## src/rtl/core/spq_pkg.sv

```systemverilog
`timescale 1ns / 1ps
// ----------------------------------------------------------------------------
// spq_pkg
// Shared types, widths and codes for the strict priority four queue unit.
// ----------------------------------------------------------------------------
package spq_pkg;

	localparam int QUEUE_DEPTH = 16;
	localparam int ID_WIDTH    = 8;
	localparam int NUM_CLASSES = 4;

	localparam int ID_FIELD_W  = 8;
	localparam int CLASS_W     = 2;
	localparam int COUNT_W     = 5;
	localparam int TOTAL_W     = 7;

	localparam int STORE_W     = (ID_WIDTH < ID_FIELD_W) ? ID_WIDTH : ID_FIELD_W;
	localparam int PTR_W       = $clog2(QUEUE_DEPTH);
	localparam int CNT_W       = $clog2(QUEUE_DEPTH + 1);
	localparam int SUM_W       = CNT_W + 2;
	localparam int MEM_DEPTH   = NUM_CLASSES * QUEUE_DEPTH;
	localparam int ADDR_W      = $clog2(MEM_DEPTH);

	localparam logic KIND_ENQUEUE  = 1'b0;
	localparam logic KIND_DISPATCH = 1'b1;

	typedef struct packed {
		logic                  kind;
		logic [ID_FIELD_W-1:0] thread_id;
		logic [CLASS_W-1:0]    process_class;
	} req_t;

	typedef struct packed {
		logic                  granted;
		logic [ID_FIELD_W-1:0] dispatched_id;
		logic [CLASS_W-1:0]    queue_from;
		logic                  dropped;
		logic [COUNT_W-1:0]    system_count;
		logic [COUNT_W-1:0]    interactive_count;
		logic [COUNT_W-1:0]    normal_count;
		logic [COUNT_W-1:0]    batch_count;
		logic [TOTAL_W-1:0]    total_waiting;
	} rsp_t;

	typedef enum logic [1:0] {
		S_IDLE,
		S_EXEC,
		S_LOAD
	} state_t;

	typedef struct packed {
		logic accept;
		logic exec;
		logic load;
	} cmd_t;

	typedef struct packed {
		logic rsp_blocked;
	} sts_t;

endpackage

```

## src/rtl/core/spq_ram.sv

```systemverilog
`timescale 1ns / 1ps
// ----------------------------------------------------------------------------
// spq_ram
// Generic single write port, single read port RAM with registered read data.
// ----------------------------------------------------------------------------
module spq_ram #(
	parameter int WIDTH = 8,
	parameter int DEPTH = 64
) (
	input  logic                     clk,
	input  logic                     we,
	input  logic [$clog2(DEPTH)-1:0] waddr,
	input  logic [WIDTH-1:0]         wdata,
	input  logic                     re,
	input  logic [$clog2(DEPTH)-1:0] raddr,
	output logic [WIDTH-1:0]         rdata
);

	logic [WIDTH-1:0] mem_q [DEPTH];
	logic [WIDTH-1:0] rdata_q;

	always_ff @(posedge clk) begin
		if (we) begin
			mem_q[waddr] <= wdata;
		end
		if (re) begin
			rdata_q <= mem_q[raddr];
		end
	end

	assign rdata = rdata_q;

endmodule

```

## src/rtl/core/spq_ctrl.sv

```systemverilog
`timescale 1ns / 1ps
// ----------------------------------------------------------------------------
// spq_ctrl
// Sequencer: accept a transaction, execute it, load the result register.
// ----------------------------------------------------------------------------
module spq_ctrl (
	input  logic          clk,
	input  logic          arst_n,
	input  logic          req_valid,
	output logic          req_stall,
	input  spq_pkg::sts_t sts,
	output spq_pkg::cmd_t cmd
);

	spq_pkg::state_t state_q;
	spq_pkg::state_t state_d;

	always_ff @(posedge clk or negedge arst_n) begin
		if (!arst_n) begin
			state_q <= spq_pkg::S_IDLE;
		end else begin
			state_q <= state_d;
		end
	end

	always_comb begin
		state_d = state_q;
		unique case (state_q)
			spq_pkg::S_IDLE: begin
				if (req_valid) begin
					state_d = spq_pkg::S_EXEC;
				end
			end
			spq_pkg::S_EXEC: begin
				state_d = spq_pkg::S_LOAD;
			end
			spq_pkg::S_LOAD: begin
				if (!sts.rsp_blocked) begin
					state_d = spq_pkg::S_IDLE;
				end
			end
			default: begin
				state_d = spq_pkg::S_IDLE;
			end
		endcase
	end

	always_comb begin
		cmd       = '0;
		req_stall = 1'b1;
		unique case (state_q)
			spq_pkg::S_IDLE: begin
				req_stall  = 1'b0;
				cmd.accept = req_valid;
			end
			spq_pkg::S_EXEC: begin
				cmd.exec = 1'b1;
			end
			spq_pkg::S_LOAD: begin
				cmd.load = !sts.rsp_blocked;
			end
			default: begin
				cmd = '0;
			end
		endcase
	end

	a_exec_then_load: assert property (@(posedge clk) disable iff (!arst_n)
		state_q == spq_pkg::S_EXEC |=> state_q == spq_pkg::S_LOAD)
		else $error("exec not followed by load");

	a_one_cmd: assert property (@(posedge clk) disable iff (!arst_n)
		$onehot0({cmd.accept, cmd.exec, cmd.load}))
		else $error("overlapping commands");

	a_no_load_blocked: assert property (@(posedge clk) disable iff (!arst_n)
		cmd.load |-> !sts.rsp_blocked)
		else $error("load while result register blocked");

endmodule

```

## src/rtl/core/spq_dp.sv

```systemverilog
`timescale 1ns / 1ps
// ----------------------------------------------------------------------------
// spq_dp
// Datapath: queue pointers and counts, shared entry store, result register.
// ----------------------------------------------------------------------------
module spq_dp (
	input  logic          clk,
	input  logic          arst_n,
	input  spq_pkg::req_t req,
	input  spq_pkg::cmd_t cmd,
	output spq_pkg::sts_t sts,
	output logic          rsp_valid,
	input  logic          rsp_stall,
	output spq_pkg::rsp_t rsp
);

	spq_pkg::req_t                    item_q;
	logic [spq_pkg::PTR_W-1:0]        head_q  [spq_pkg::NUM_CLASSES];
	logic [spq_pkg::PTR_W-1:0]        tail_q  [spq_pkg::NUM_CLASSES];
	logic [spq_pkg::CNT_W-1:0]        count_q [spq_pkg::NUM_CLASSES];
	logic [spq_pkg::CLASS_W-1:0]      last_q;
	logic                             grant_q;
	logic                             drop_q;
	logic                             rsp_valid_q;
	spq_pkg::rsp_t                    rsp_q;

	logic [spq_pkg::CLASS_W-1:0]      cls;
	logic                             full;
	logic                             any_ne;
	logic [spq_pkg::CLASS_W-1:0]      sel;
	logic                             do_enq;
	logic                             do_deq;
	logic [spq_pkg::ADDR_W-1:0]       waddr;
	logic [spq_pkg::ADDR_W-1:0]       raddr;
	logic [spq_pkg::STORE_W-1:0]      rdata;
	logic [spq_pkg::SUM_W-1:0]        total;

	function automatic logic [spq_pkg::PTR_W-1:0] advance(
		input logic [spq_pkg::PTR_W-1:0] p
	);
		return (p == spq_pkg::PTR_W'(spq_pkg::QUEUE_DEPTH - 1)) ?
			'0 : p + 1'b1;
	endfunction

	assign cls  = item_q.process_class;
	assign full = (count_q[cls] == spq_pkg::CNT_W'(spq_pkg::QUEUE_DEPTH));

	always_comb begin
		any_ne = 1'b0;
		sel    = '0;
		for (int q = spq_pkg::NUM_CLASSES - 1; q >= 0; q--) begin
			if (count_q[q] != '0) begin
				any_ne = 1'b1;
				sel    = spq_pkg::CLASS_W'(q);
			end
		end
	end

	assign do_enq = cmd.exec && (item_q.kind == spq_pkg::KIND_ENQUEUE) && !full;
	assign do_deq = cmd.exec && (item_q.kind == spq_pkg::KIND_DISPATCH) && any_ne;

	assign waddr = spq_pkg::ADDR_W'(cls) * spq_pkg::ADDR_W'(spq_pkg::QUEUE_DEPTH)
		+ spq_pkg::ADDR_W'(tail_q[cls]);
	assign raddr = spq_pkg::ADDR_W'(sel) * spq_pkg::ADDR_W'(spq_pkg::QUEUE_DEPTH)
		+ spq_pkg::ADDR_W'(head_q[sel]);

	spq_ram #(
		.WIDTH (spq_pkg::STORE_W),
		.DEPTH (spq_pkg::MEM_DEPTH)
	) u_store (
		.clk   (clk),
		.we    (do_enq),
		.waddr (waddr),
		.wdata (item_q.thread_id[spq_pkg::STORE_W-1:0]),
		.re    (do_deq),
		.raddr (raddr),
		.rdata (rdata)
	);

	always_ff @(posedge clk) begin
		if (cmd.accept) begin
			item_q <= req;
		end
	end

	always_ff @(posedge clk or negedge arst_n) begin
		if (!arst_n) begin
			for (int q = 0; q < spq_pkg::NUM_CLASSES; q++) begin
				head_q[q]  <= '0;
				tail_q[q]  <= '0;
				count_q[q] <= '0;
			end
			last_q  <= '0;
			grant_q <= 1'b0;
			drop_q  <= 1'b0;
		end else if (cmd.exec) begin
			grant_q <= do_deq;
			drop_q  <= (item_q.kind == spq_pkg::KIND_ENQUEUE) && full;
			if (do_enq) begin
				tail_q[cls]  <= advance(tail_q[cls]);
				count_q[cls] <= count_q[cls] + 1'b1;
			end
			if (do_deq) begin
				head_q[sel]  <= advance(head_q[sel]);
				count_q[sel] <= count_q[sel] - 1'b1;
				last_q       <= sel;
			end
		end
	end

	assign total = spq_pkg::SUM_W'(count_q[0]) + spq_pkg::SUM_W'(count_q[1])
		+ spq_pkg::SUM_W'(count_q[2]) + spq_pkg::SUM_W'(count_q[3]);

	always_ff @(posedge clk or negedge arst_n) begin
		if (!arst_n) begin
			rsp_valid_q <= 1'b0;
		end else if (cmd.load) begin
			rsp_valid_q <= 1'b1;
		end else if (!rsp_stall) begin
			rsp_valid_q <= 1'b0;
		end
	end

	always_ff @(posedge clk) begin
		if (cmd.load) begin
			rsp_q.granted           <= grant_q;
			rsp_q.dispatched_id     <= grant_q ? spq_pkg::ID_FIELD_W'(rdata) : '0;
			rsp_q.queue_from        <= last_q;
			rsp_q.dropped           <= drop_q;
			rsp_q.system_count      <= spq_pkg::COUNT_W'(count_q[0]);
			rsp_q.interactive_count <= spq_pkg::COUNT_W'(count_q[1]);
			rsp_q.normal_count      <= spq_pkg::COUNT_W'(count_q[2]);
			rsp_q.batch_count       <= spq_pkg::COUNT_W'(count_q[3]);
			rsp_q.total_waiting     <= spq_pkg::TOTAL_W'(total);
		end
	end

	assign sts.rsp_blocked = rsp_valid_q && rsp_stall;
	assign rsp_valid       = rsp_valid_q;
	assign rsp             = rsp_q;

	a_count_bound: assert property (@(posedge clk) disable iff (!arst_n)
		count_q[0] <= spq_pkg::CNT_W'(spq_pkg::QUEUE_DEPTH) &&
		count_q[1] <= spq_pkg::CNT_W'(spq_pkg::QUEUE_DEPTH) &&
		count_q[2] <= spq_pkg::CNT_W'(spq_pkg::QUEUE_DEPTH) &&
		count_q[3] <= spq_pkg::CNT_W'(spq_pkg::QUEUE_DEPTH))
		else $error("queue count above depth");

	a_enq_count: assert property (@(posedge clk) disable iff (!arst_n)
		do_enq |=> count_q[$past(cls)] == $past(count_q[cls]) + 1'b1)
		else $error("enqueue did not bump count");

	a_empty_keeps_last: assert property (@(posedge clk) disable iff (!arst_n)
		cmd.exec && item_q.kind == spq_pkg::KIND_DISPATCH && !any_ne |=> $stable(last_q))
		else $error("empty dispatch changed selected queue");

	a_grant_no_drop: assert property (@(posedge clk) disable iff (!arst_n)
		rsp_valid_q && rsp_q.granted |-> !rsp_q.dropped)
		else $error("result both granted and dropped");

endmodule

```

## src/rtl/core/strict_priority_four_queue_unit.sv

```systemverilog
`timescale 1ns / 1ps
// ----------------------------------------------------------------------------
// strict_priority_four_queue_unit
// Four FIFO ready queues with strict priority dispatch, queue 0 highest.
// ----------------------------------------------------------------------------
// Each transaction is handled in order from acceptance to a loaded result:
// it is accepted, then the queue pointers are updated and the shared entry
// store is accessed, then the registered store read is captured into the
// result register; a new transaction is accepted only after the last one is
// loaded. The result register lets the next transaction be accepted while a
// result is still held by a stall; loading a new result waits until it is taken.
// Enqueues into a full queue are discarded and flagged as dropped.
module strict_priority_four_queue_unit (
	input  logic          clk,
	input  logic          arst_n,
	input  logic          req_valid,
	output logic          req_stall,
	input  spq_pkg::req_t req,
	output logic          rsp_valid,
	input  logic          rsp_stall,
	output spq_pkg::rsp_t rsp
);

	spq_pkg::cmd_t cmd;
	spq_pkg::sts_t sts;

	spq_ctrl u_ctrl (
		.clk       (clk),
		.arst_n    (arst_n),
		.req_valid (req_valid),
		.req_stall (req_stall),
		.sts       (sts),
		.cmd       (cmd)
	);

	spq_dp u_dp (
		.clk       (clk),
		.arst_n    (arst_n),
		.req       (req),
		.cmd       (cmd),
		.sts       (sts),
		.rsp_valid (rsp_valid),
		.rsp_stall (rsp_stall),
		.rsp       (rsp)
	);

endmodule

```

## config.mk

```make
export PLATFORM = sky130hd
export DESIGN_NAME = strict_priority_four_queue_unit
export DESIGN_NICKNAME = d
export VERILOG_FILES = /design/src/rtl/core/spq_pkg.sv /design/src/rtl/core/spq_ram.sv /design/src/rtl/core/spq_ctrl.sv /design/src/rtl/core/spq_dp.sv /design/src/rtl/core/strict_priority_four_queue_unit.sv
export SDC_FILE = /design/constraint.sdc
export NUM_CORES = 1
export LEC_CHECK = 0
export ABC_CLOCK_PERIOD_IN_PS = 3400
export CAP_MARGIN = 10
export CORE_AREA = 4 4 241 243
export CTS_CLUSTER_DIAMETER = 50
export DETAILED_ROUTE_END_ITERATION = 10
export DIE_AREA = 0 0 245 247
export DONT_BUFFER_PORTS = 1
export SYNTH_ARGS = -nofsm -noshare
export SYNTH_HDL_FRONTEND = slang
export SYNTH_SLANG_ARGS = --single-unit
```

## constraint.sdc

```tcl
create_clock -name clk -period 3.4 [get_ports clk]
set_input_delay 0.34 -clock clk [delete_from_list [all_inputs] [get_ports clk]]
set_output_delay 0.34 -clock clk [all_outputs]
set_load 0.005 [all_outputs]
```

-- Yosys cells after proc, flatten, opt, wreduce, memory -nomap -nowiden
Memories as Yosys holds them, arrays and structs flattened. A register that Yosys moved wholly into a read port is not among the register bits.
Index checks and enable logic that the tools add are counted.
- eq/ne operators: 8
- bitwise gates (word level): 3
- magnitude comparators: 4
- muxes and demuxes: 48
- reductions and logical operators: 18
- $add $sub $neg: 9
- operator list (cell ; number):
    $mux 20 ; 3
    $bwmux 20 ; 2
    $bwmux 16 ; 2
    $mux 4 ; 8
    $mux 5 ; 6
    $bmux 5 s2 ; 2
    $demux 5 s2 ; 2
    $reduce_bool 5->1 ; 4
    $bmux 4 s2 ; 2
    $demux 4 s2 ; 2
    $add 7x5->7 ; 2
    $add 6x4->6 ; 2
    $mux 1 ; 12
    $mux 2 ; 6
    $add 4x1->4 const B ; 2
    $eq 4x4->1 const B ; 2
    $logic_and 1x1->1 ; 8
    $add 5x5->6 ; 1
    $ge 3x3->1 const B ; 2
    $lt 3x1->1 const B ; 2
    $not 2->3 ; 2
    $pmux 2 s3 ; 1
    $reduce_and 2->1 ; 3
    $add 5x1->5 const B ; 1
    other kinds (9) ; 11
- bits of input ports: 15
- memories: 1
- output and inout port bits: 41
- memory bits (writable): 512
- bits in registers: 109
- memory list (memory ; depth ; bits a word ; rd ports ; clocked after memory_dff ; write ports ; RTL line ; text):
    u_dp.u_store.mem_q ; 64 ; 8 ; 1 ; 1 ; 1 ; spq_ram.sv:19 ; logic [WIDTH-1:0] mem_q [DEPTH];

-- Logic depth before layout (Yosys ltp)
- word-level depth: 12
- mapped depth: 15
- mapped depth without buffers: 11

-- By module
A second synthesis with hierarchy kept.
- cells, all modules: 1395
- area, all modules: 25633.3 µm²
- modules (own cells, without submodules) (module ; cells an instance ; area each (µm²) ; instances):
    spq_ram ; 940 ; 20246.9 ; 1
    spq_dp ; 444 ; 5283.8 ; 1
    spq_ctrl ; 11 ; 102.6 ; 1

-- Worst setup path after synthesis
OpenSTA, ideal clock, no wires.
- path type: flip-flop to flip-flop
- start: reg u_dp.item_q (netlist bit u_dp.cls[0])
- end: mem u_dp.u_store.mem_q[62][0] (enable)
- data required time: 3030 ps
- period minus slack after synthesis: 3640 ps
- setup slack: -240 ps
- stages on the path, launching flop included: 13
- data arrival time: 3270 ps
- library setup time: 370 ps
- path through: edfxtp_1 > clkbuf_1 > clkbuf_1 > mux4_2 > inv_1 > ha_1 > nor4bb_1 > nor3_1 > and3_1 > clkbuf_1 > clkbuf_1 > nand2_1 > nor2_1
- word-level cells in the longest chain between the ends: 9
- elaborated cells on any way between the ends: 13
- ends and longest elaborated chain (element ; RTL line ; text):
    from (decl) ; spq_dp.sv:17 ; spq_pkg::req_t item_q;
    from (signal assigned) ; spq_dp.sv:82 ; item_q <= req;
    $not 2->3 (implied by the code) ; spq_dp.sv:46, spq_dp.sv:63 ;
    $bmux 5 s2 ; spq_dp.sv:46 ; assign full = (count_q[cls] == spq_pkg::CNT_W'(spq_pkg::QUEUE_DEPTH));
    $mux 5 (implied by the code) (2 in series) ; spq_dp.sv:46 ;
    $eq 5x5->1 ; spq_dp.sv:46 ;
    $logic_not 1->1 ; spq_dp.sv:59 ; assign do_enq = cmd.exec && (item_q.kind == spq_pkg::KIND_ENQUEUE) && !full;
    $logic_and 1x1->1 ; spq_dp.sv:59 ;
    $mux 1 ; spq_ram.sv:23 ; if (we) begin
    $mux 1 (implied by the code) ; spq_ram.sv:24 ; mem_q[waddr] <= wdata;
    to (decl) ; spq_ram.sv:19 ;
Several ways; a longest one is shown, not always the timed one. The select of a mux whose other input is x is not followed.

-- Worst setup path after layout
- start: reg u_dp.count_q[8] (netlist bit)
- end: reg u_dp.u_store.rdata_q[4] (netlist: u_dp.u_store.rdata[4]) (read register of u_dp.u_store.mem_q) (data pin)
- word-level cells in the longest chain between the ends: 9
- elaborated cells on any way between the ends: 13
- ends and longest elaborated chain (element ; RTL line ; text):
    from (decl) ; spq_dp.sv:20 ; logic [spq_pkg::CNT_W-1:0] count_q [spq_pkg::NUM_CLASSES];
    from (signal, indexed assignment) ; spq_dp.sv:101 ; count_q[cls] <= count_q[cls] + 1'b1;
    from (signal, indexed assignment) ; spq_dp.sv:105 ; count_q[sel] <= count_q[sel] - 1'b1;
    $reduce_bool 5->1 * ; spq_dp.sv:52 ; if (count_q[q] != '0) begin
    $mux 2 (3 in series) ; spq_dp.sv:52 ;
    $not 2->3 (implied by the code) ; spq_dp.sv:65 ; + spq_pkg::ADDR_W'(head_q[sel]);
    $bmux 4 s2 ; spq_dp.sv:65 ;
    $mux 4 (implied by the code) (2 in series) ; spq_dp.sv:65 ;
    $add 6x4->6 ; spq_dp.sv:65 ;
    to (decl) ; spq_ram.sv:20 ; logic [WIDTH-1:0] rdata_q;
Every way passes the cells marked *; elsewhere a longest branch is shown, timed or not. The select of a mux whose other input is x is not followed.
A chain may end at the register's enable or synchronous reset.

==> results.toml <==
[outcome]
status = "complete, but fails checks"
violations = "setup timing"

[timing]
fmax_mhz = 276
hold_viol = 0
period_share_pct = 106
tns_ns = -1.30
finalSetupViolCount = 8
rsz0062_at_grt = "true"
setup_slack_ns = -0.219
relSlewSlack_pct = 38.1
report.final.slew_viol_count = 0
max_slew.worst_pin.slew_ns = 0.926
finClkSkew_ns = 0.0256
period_needed_ns = 3.62

[clock_tree]
clock_latency_ns = 0.62
cts.sinks = 629
cts_tree = "built"
cts_max_path_buffers = 3
cts_made_buffers = 74
path_clk_slew_ns = 0.06
htree_levels = 3
root_buffer = "clkbuf_16"

[route]
finalWirelength_um = 72600
drt_iter0_drc = 1745
ant_nets = 0
viasPerCell = 5.82
wl_per_cell_um = 26.1
vias = 16200
first_pass_iters = 6
post-route-drc-count = 0

[floorplan]
die_w_um = 245
core-area_um2 = 56000
start_util_pct = 46.4
dieArea_um2 = 60500
die_y_um = 247
row_count = 87
pin_count = 56

[placed_design]
finalWeightedCongestion = 0.968
port-buffer-count = 0
dpl.hpwl_um = 46900

[global_routing]
antenna_found_initial = 0
grt_pass1_wl_um = 106000
gr-usage-all-layers_pct = 23.6
grt_max_degree = 65
grt_overflow = 0
grt_pass1_vias = 15900

[logic_synthesis]
synth_nets = 1744
yosysUniqueCellTypes = 62
synth_edf_count = 570
yosys.area.top_type = "edfxtp_1"
synth_area_leaders = "edfxtp_1, mux2i_1, dfrtp_1"
synth-seq-cells = 629
synth_area_um2 = 26000
async_flop_share_pct = 9.38
synth_cells = 1707
ys_seq_area_share_pct = 71.6
ys_dominant_reg_cell = "edfxtp_1"
synth_warnings = 0
synth_top_area_share_pct = 65.9
syn_area_per_cell_um2 = 15.2

[final_layout]
syn2layout_area_growth_pct = 25.4
final_cell_mix = "edfxtp_1, buf_4, nand2_1, mux2i_1, clkbuf_16"
nNetsFinal = 2006
nFillCells = 4301
drive_above_1_share_pct = 29.3
post-route-util_pct = 58.2
mostFrequentLayoutCell = "edfxtp_1"

[pwr]
intPower_mw = 18.9
pwr-share-clk_pct = 28.4
switchingPower_mw = 9.56
power.density_nw_per_um2 = 873
ir_drop_uv = 910
power_frac_seq_pct = 34.1
comb_power_share_pct = 37.5
leakage_nw = 12.0
sw_frac_of_total_pct = 33.6

[worst_setup_path]
r2r-end = "u_dp.u_store.rdata[4]"
r2r_slack_ns = -0.22
r2r_cells = 12
worst-path-stages = 12
path_cells = "or3_4 > or3_4 > o31ai_4 > a221o_4 > buf_4 > clkbuf_16 > buf_12 > mux2i_1 > a221oi_2 > nand3_1 > o2111ai_1 > a211o_1"
worstPathMaxFanout = 8
worstPathRequired_ns = 3.90
crit_family = "compound AO/OA/AOI/OAI gates"
start_kind = "register"
worst-path-buf-inv = 3
crit_top_cell = "or3_4"
critPathArrivalTime_ns = 4.11
endpoint_kind = "register"
critPathMaxStageDelay_ns = 0.48
r2r_start = "u_dp.count_q[8]"
crit_slowest_cell = "a221oi_2"
criticalPathCategory = "reg -> reg"

[flow_run]
cap_violations = 0

[worst_hold_path]
hold_class = "in -> async"
synthesized netlist by cell type (8+ instances only):
library cell	count
nor2b_1	13
inv_1	27
nor2_1	135
clkbuf_1	28
a221oi_1	61
o2111ai_1	12
a21oi_1	47
xnor2_1	8
o21ai_0	14
dfrtp_1	59
buf_6	12
a221oi_2	13
and2_1	14
nand4_1	8
mux2i_1	215
nand2_1	186
buf_4	10
mux2_2	21
buf_2	27
mux4_2	8
nand3_1	83
ha_1	15
edfxtp_1	570
metrics by stage:
step	power (mW)	cell area, um2	worst slack [ns]	std cells	hold slack [ns]
5_1_grt	29.6	32600	-0.308	2783	0.250
2_1_floorplan	15.2	26000	0.00911	1707	0.0444
3_3_place_gp	18.8	28400	-0.239	2591	0.0466
6_report	28.4	32600	-0.219	2784	0.233
3_5_place_dp	19.0	28400	-0.251	2591	0.0468
4_1_cts	27.9	31900	-0.132	2766	0.180
metal layers:
metal	vias up	part of all wire, %	GRT usage (%)
li1	7100	-	-
met1	8225	41	32.3
met2	731	48	38.2
met3	148	7.5	4.50
met4	0	3.8	8.56
met5	-	0	0
power groups by stage:
stage / Clock [mW] / Combinational [mW] / Sequential (mW)
after floorplan: 0 / 5.35 / 9.90
after global placement: 0 / 8.98 / 9.84
after detailed placement: 0 / 9.12 / 9.85
after CTS: 8.19 / 10.1 / 9.70
after global routing: 8.51 / 11.4 / 9.74
final: 8.08 / 10.7 / 9.69
layout make-up:
cell class	instances	area [um2]	area share, %
well taps	756	946	2.90
clock buffers	86	1980	6.08
flip-flops and latches	629	18600	57.1
repair buffers	273	2740	8.40
diodes	1	2.50	0.00768
multi-input cells	963	7670	23.5
clock inverters	48	547	1.68
inverters	28	106	0.326
flip-flops by register name, indices dropped and copies added, names as in the netlist:
| register | count |
|---|---|
| u_dp.last_q | 2 |
| u_dp.u_store.mem_q | 512 |
| u_dp.tail_q | 16 |
| u_dp.grant_q | 1 |
| u_dp.rsp_valid | 1 |
| u_dp.drop_q | 1 |
| u_dp.head_q | 16 |
| u_dp.item_q | 9 |
| u_ctrl.state_q | 2 |
| u_dp.rsp | 39 |
| u_dp.u_store.rdata | 8 |
| u_dp.cls | 2 |
| u_dp.count_q | 20 |
timing repair:
action,4_1_cts,5_1_grt
resized for setup,91,115
setup endpoints to repair,148,443
cloned,6,4
hold buffers,15,1
hold endpoints to repair,73,9
buffers inserted,21,14
pin swaps,20,19
worst max-delay path by stage:
| stage | startpoint | to | slack (ns) |
|---|---|---|---|
| 6_report | u_dp.count_q[8] | u_dp.u_store.rdata[4] | -0.22 |
| 2_1_floorplan | u_dp.count_q[13] | u_dp.u_store.rdata[3] | 0.009 |
| 4_1_cts | u_dp.count_q[13] | u_dp.u_store.rdata[6] | -0.13 |
| 3_3_place_gp | u_dp.count_q[7] | u_dp.u_store.rdata[6] | -0.24 |
| 5_1_grt | u_dp.count_q[6] | u_dp.u_store.rdata[7] | -0.31 |
| 3_5_place_dp | u_dp.count_q[7] | u_dp.u_store.rdata[6] | -0.25 |
logic make-up after synthesis:
kind of cell	after synthesis	share of synthesized area (%)
DFF	629	71.6
and+or+nand+nor	480	8.21
muxes	244	9.89
AOI/OAI and AO/OA	202	6.10
buffers and inverters	115	2.48
adders and majority gates	22	1.26
xor gates and xnor gates	15	0.506
No activity file was read; power rests on OpenSTA's default activity.
